File: src/design/udiv_pkg.sv
// shared types and constants for the pipelined unsigned divider
// no dependencies; imported by udiv_step and unsigned_divide_64_by_64
`timescale 1ns / 1ps
`default_nettype none

package udiv_pkg;

  // width of the interface fields
  localparam int unsigned FIELD_WIDTH = 64;
  // operand width actually divided (8 to 64); upper field bits are ignored
  localparam int unsigned DATA_WIDTH  = 64;
  // input register, one stage per quotient bit, output register
  localparam int unsigned LATENCY     = DATA_WIDTH + 2;

  typedef struct packed {
    logic [FIELD_WIDTH-1:0] dividend;
    logic [FIELD_WIDTH-1:0] divisor;
  } operands_t;

  typedef struct packed {
    logic [FIELD_WIDTH-1:0] quotient;
    logic [FIELD_WIDTH-1:0] remainder;
  } result_t;

  // state carried between pipeline stages
  typedef struct packed {
    logic                  div_zero;  // divisor was zero
    logic [DATA_WIDTH-1:0] rem;       // partial remainder
    logic [DATA_WIDTH-1:0] dq;        // unused dividend bits on top, quotient bits below
    logic [DATA_WIDTH-1:0] divisor;
  } step_t;

endpackage

`default_nettype wire

File: src/design/udiv_step.sv
// one restoring division step with its pipeline register
// depends on udiv_pkg for step_t and DATA_WIDTH
`timescale 1ns / 1ps
`default_nettype none

module udiv_step (
  input  wire logic            clk_i,
  input  wire logic            rst_ni,
  input  wire logic            valid_i,
  input  udiv_pkg::step_t      step_i,
  output logic                 valid_o,
  output udiv_pkg::step_t      step_o
);
  import udiv_pkg::*;

  logic                  carry;
  logic [DATA_WIDTH-1:0] shifted;
  logic                  borrow;
  logic [DATA_WIDTH-1:0] diff;
  logic                  fits;
  step_t                 step_d;
  step_t                 step_q;
  logic                  valid_q;

  always_comb begin
    // bit shifted out of the remainder acts as a carry into the compare
    carry            = step_i.rem[DATA_WIDTH-1];
    shifted          = {step_i.rem[DATA_WIDTH-2:0], step_i.dq[DATA_WIDTH-1]};
    {borrow, diff}   = {1'b0, shifted} - {1'b0, step_i.divisor};
    fits             = carry | ~borrow;
    step_d           = step_i;
    step_d.rem       = fits ? diff : shifted;
    step_d.dq        = {step_i.dq[DATA_WIDTH-2:0], fits};
  end

  always_ff @(posedge clk_i or negedge rst_ni) begin
    if (!rst_ni) begin
      valid_q <= 1'b0;
    end else begin
      valid_q <= valid_i;
    end
  end

  always_ff @(posedge clk_i) begin
    step_q <= step_d;
  end

  assign valid_o = valid_q;
  assign step_o  = step_q;

endmodule

`default_nettype wire

File: config.mk
export PLATFORM = sky130hd
export DESIGN_NAME = udiv_step
export DESIGN_NICKNAME = d
export VERILOG_FILES = /design/src/design/udiv_pkg.sv /design/src/design/udiv_step.sv
export SDC_FILE = /design/constraint.sdc
export NUM_CORES = 1
export LEC_CHECK = 0
export ABC_AREA = 1
export CAP_MARGIN = 30
export CORE_UTILIZATION = 40
export DETAILED_ROUTE_END_ITERATION = 7
export DONT_BUFFER_PORTS = 1
export GPL_TIMING_DRIVEN = 0
export PLACE_DENSITY_LB_ADDON = 0.3
export SLEW_MARGIN = 5
export SYNTH_ARGS = -nofsm -noshare
export SYNTH_HDL_FRONTEND = slang
export SYNTH_SLANG_ARGS = --single-unit
File: constraint.sdc
create_clock -name clk_i -period 0.8 [get_ports clk_i]
set_clock_uncertainty 0.1 [all_clocks]
set_input_delay 0.04 -clock clk_i [delete_from_list [all_inputs] [get_ports clk_i]]
set_output_delay 0.04 -clock clk_i [all_outputs]
set_load 0.01 [all_outputs]
# After elaboration in Yosys (flattened, before gate mapping)

Cells that the tools add are included.

Bits in registers: 194
Bits of input ports: 196
Output and inout bits: 194

$add $sub $neg: 1
Muxes and demuxes: 1
Bitwise operators: 2

Operator list:

| cell                         | number |
|---|---|
| subtractor 64 x 64 -> 65 bit | 1 |
| two-way mux 64 bit           | 1 |
| NOT 1 bit                    | 1 |
| bitwise OR 1 bit             | 1 |

# Depth between registers and ports, before layout

Depth after elaboration: 4
Depth in mapped cells: 18
Gate-level depth less buffers: 17

# Worst setup path after synthesis

OpenSTA, ideal clock, no wires.

Kind: input to register
Start: in step_i[127] in the netlist's numbering
End: reg step_q (netlist bit step_o[172])
Data arrival time: 1,790 ps
Data required time: 642 ps
Slack: -1,148 ps
Stages on the path: 18
Buffers on the path: 2
Path through: inv_1 > ha_1 > fa_1 > inv_1 > nand3_1 > nand2_2 > nand2_1 > nand2_2 > nand2_1 > nand2_2 > nand2_1 > nand2_2 > nand2_2 > nand3_4 > buf_12 > buf_12 > nand3_2 > nand2_1

RTL lines:

| what                   | RTL line        | source |
|---|---|---|
| start: declaration     | udiv_step.sv:10 | `input udiv_pkg::step_t step_i,` |
| end signal: assignment | udiv_step.sv:45 | `step_q <= step_d;` |
| end: declaration       | udiv_step.sv:22 | `step_t step_q;` |

==> results.yml <==
power:
  swShare_pct: 36.1
  combPwrFrac_pct: 26.4
  power.total_mw: 29.0
  pwr_density_cell_nw_per_um2: 1880
  p_int_mw: 18.5
  power_frac_seq_pct: 40.9
  power.switching_mw: 10.5
  leakage_nw: 8.14
  ir_drop_mv: 1.38
  clkPwrFrac_pct: 32.7
worst_setup_path:
  cp.depth: 20
  end_kind: "flop"
  crit_family: "simple AND/OR/NAND/NOR gates"
  worstSetupPathType: "in -> reg"
  crit_path_start_kind: "input port"
  slowest_delay_ns: 0.40
  crit_arrival_ns: 2.05
  worstPathCellList: "inv_12, ha_4, fa_2, inv_2, nand3_2, nand2_4, nand2_4, nand2_4, nand2_4, nand2_4, nand2_2, nand2_2, buf_4, buf_4, buf_4, buf_4, buf_4, xor2_1, nand2_1, nand2_1"
  cp_slowest_cell: "fa_2"
  worstPathRequired_ns: 1.09
  critPathBufInv: 7
  critPathMaxFanout: 3
min_path:
  hp-class: "in -> reg"
  holdPathEnd: "step_o[41]"
  hold_depth: 0
  min_from: "step_i[41]"
clock_network:
  cts_tree: "built"
  htreeDepth: 4
  clockBufferDepth: 2
  cts_sinks: 194
  clk_pin_slew_ns: 0.09
  cts_root_buf: "clkbuf_16"
  cts_buffers: 17
drt:
  totalWireLength_mm: 42.7
  vias: 11100
  ant_nets: 0
  drt_pass1_iterations: 5
  vias_per_cell: 4.73
  drtIter0Drc: 606
  post_drt_wl_per_cell_um: 18.2
  remaining_drc_errors: 0
yosys:
  synth_seq_cells: 194
  seq_area_frac_synth_pct: 34.9
  synth_area_um2: 11200
  yosysUniqueCellTypes: 34
  syn_nets: 2047
  ys_warn_count: 0
  syn_inst: 1786
  syn_area_per_cell_um2: 6.24
grt:
  grt_max_degree: 25
  gr-total-overflow: 0
  grt_first_pass_wirelength_mm: 61.2
  grt_pass1_vias: 10800
  antenna_found_initial: 0
  groute.usage.overall_pct: 28.8
final_layout:
  multi_input_area_um2: 6720
  final_util_pct: 56.6
  diodes: 0
  layout_common_cells: "626 x nand2_1, 396 x inv_1, 181 x dfxtp_2, 132 x nand3_1, 100 x dlygate4sd3_1"
  drive_above_1_share_pct: 26.3
  nets: 2224
  final-seq-area_um2: 4160
  n_fill_cell: 2577
  final_cells: 2348
  area_growth_pct: 38.0
  layout_commonest_cell: "nand2_1"
run_status:
  violations: "hold timing, setup timing"
  status: "finished, violations left"
floorplanning:
  dieHeight_um: 169
  io_pins: 390
  dieArea_um2: 28500
  fp.coreArea_um2: 27200
  start_util_pct: 41.0
  die_x_um: 169
  num_rows: 60
sta:
  max_slew.worst_pin.slew_ns: 0.445
  drv_slew: 0
  max_freq_mhz: 570
  rsz0062_at_grt: "true"
  setup_viol: 259
  fin_setup_tns_ns: -86.91
  slew_headroom_pct: 70.3
  period_needed_ns: 1.75
  finalHoldViolCount: 97
  min_period_over_period_pct: 219
  worst_slack_ns: -0.953
  hold_ws_ns: -0.493
placement:
  io_buffers: 0
  dpl.cell_count: 2158
  dp_hpwl_mm: 32.8
  gp_congestion: 0.940
flow_run:
  cap_violations: 0
-- sequential cells by signal, indices dropped and copies added (netlist names) --
| signal | cells |
|---|---|
| step_o | 193 |
| valid_o | 1 |
-- final cells by class --
type	instances	share of cell area, %
multi-input combinational	1163	43.7
buffer	19	1.48
inverter	411	10.1
clock buffer	17	2.77
clock inverter	15	1.48
sequential	194	27.0
timing repair buffer	157	10.4
tap	372	3.03
-- metrics by stage --
step           instance area, um^2  setup WS, ns
2_1_floorplan                11300         -1.07
3_3_place_gp                 11700         -1.77
3_5_place_dp                 11700         -1.81
4_1_cts                      15000        -0.843
5_1_grt                      15400         -1.02
6_report                     15400        -0.953
-- routing by layer --
| metal | part of all wire, % | wire (um) | GRT usage, % | vias to the layer above |
|---|---|---|---|---|
| li1 | - | - | - | 5662 |
| met1 | 40 | 17200 | 32.0 | 5074 |
| met2 | 52 | 22200 | 54.6 | 335 |
| met3 | 5.0 | 2130 | 4.70 | 46 |
| met4 | 2.9 | 1250 | 10.5 | 0 |
| met5 | 0 | 0 | 0 | - |
-- synthesized netlist by cell type, drive strengths merged --
| cell | count | share of area [%] |
|---|---|---|
| nand4 | 17 | 0.95 |
| and2 | 2 | 0.11 |
| nor2 | 122 | 4.4 |
| fa | 1 | 0.18 |
| nor3b | 1 | 0.17 |
| inv | 409 | 14 |
| o21bai | 1 | 0.067 |
| clkbuf | 1 | 0.034 |
| nor4 | 4 | 0.28 |
| nand2 | 706 | 24 |
| xnor2 | 1 | 0.079 |
| o21ai | 2 | 0.090 |
| nor3 | 9 | 0.45 |
| and3 | 1 | 0.056 |
| clkinv | 2 | 0.067 |
| dfrtp | 1 | 0.22 |
| xor2 | 30 | 2.4 |
| ha | 64 | 7.2 |
| dfxtp | 193 | 35 |
| nand3b | 2 | 0.13 |
| nand3 | 160 | 7.7 |
| a21oi | 39 | 1.8 |
| buf | 18 | 1.3 |
-- power groups by stage --
stage | Sequential, mW | Combinational [mW] | Clock (mW)
finish | 11.9 | 7.66 | 9.47
CTS | 11.9 | 7.32 | 9.60
global route | 11.9 | 8.43 | 10.1
detailed placement | 11.9 | 5.66 | 0
global placement | 11.9 | 5.64 | 0
floorplan | 11.7 | 4.13 | 0
-- cells by family (layout without fill, tap and decap cells) --
group	count (synthesis)	count (layout)	share of synthesized area (%)
xor gates and xnor gates	31	31	2.43
adders and majority gates	65	65	7.36
AOI/OAI and AO/OA	42	42	1.94
buffers and inverters	430	619	15.1
and+or+nand+nor	1024	1025	38.3
DFF	194	194	34.9
-- worst max-delay path by stage --
stage	start	endpoint	slack, ns
2_1_floorplan	step_i[127]	step_o[172]	-1.07
3_3_place_gp	step_i[55]	step_o[184]	-1.77
3_5_place_dp	step_i[55]	step_o[140]	-1.81
4_1_cts	step_i[127]	step_o[171]	-0.84
5_1_grt	step_i[127]	step_o[172]	-1.02
6_report	step_i[127]	step_o[160]	-0.95
-- timing repair --
action                     in CTS  in global routing
setup endpoints to repair     259                259
hold buffers                   82                 18
cloned                          3                  5
resized for setup             401                 25
hold endpoints to repair      194                114
pin swaps                      24                 12
buffers inserted               40                 11
Note: power is estimated with default switching activity, not from simulation.
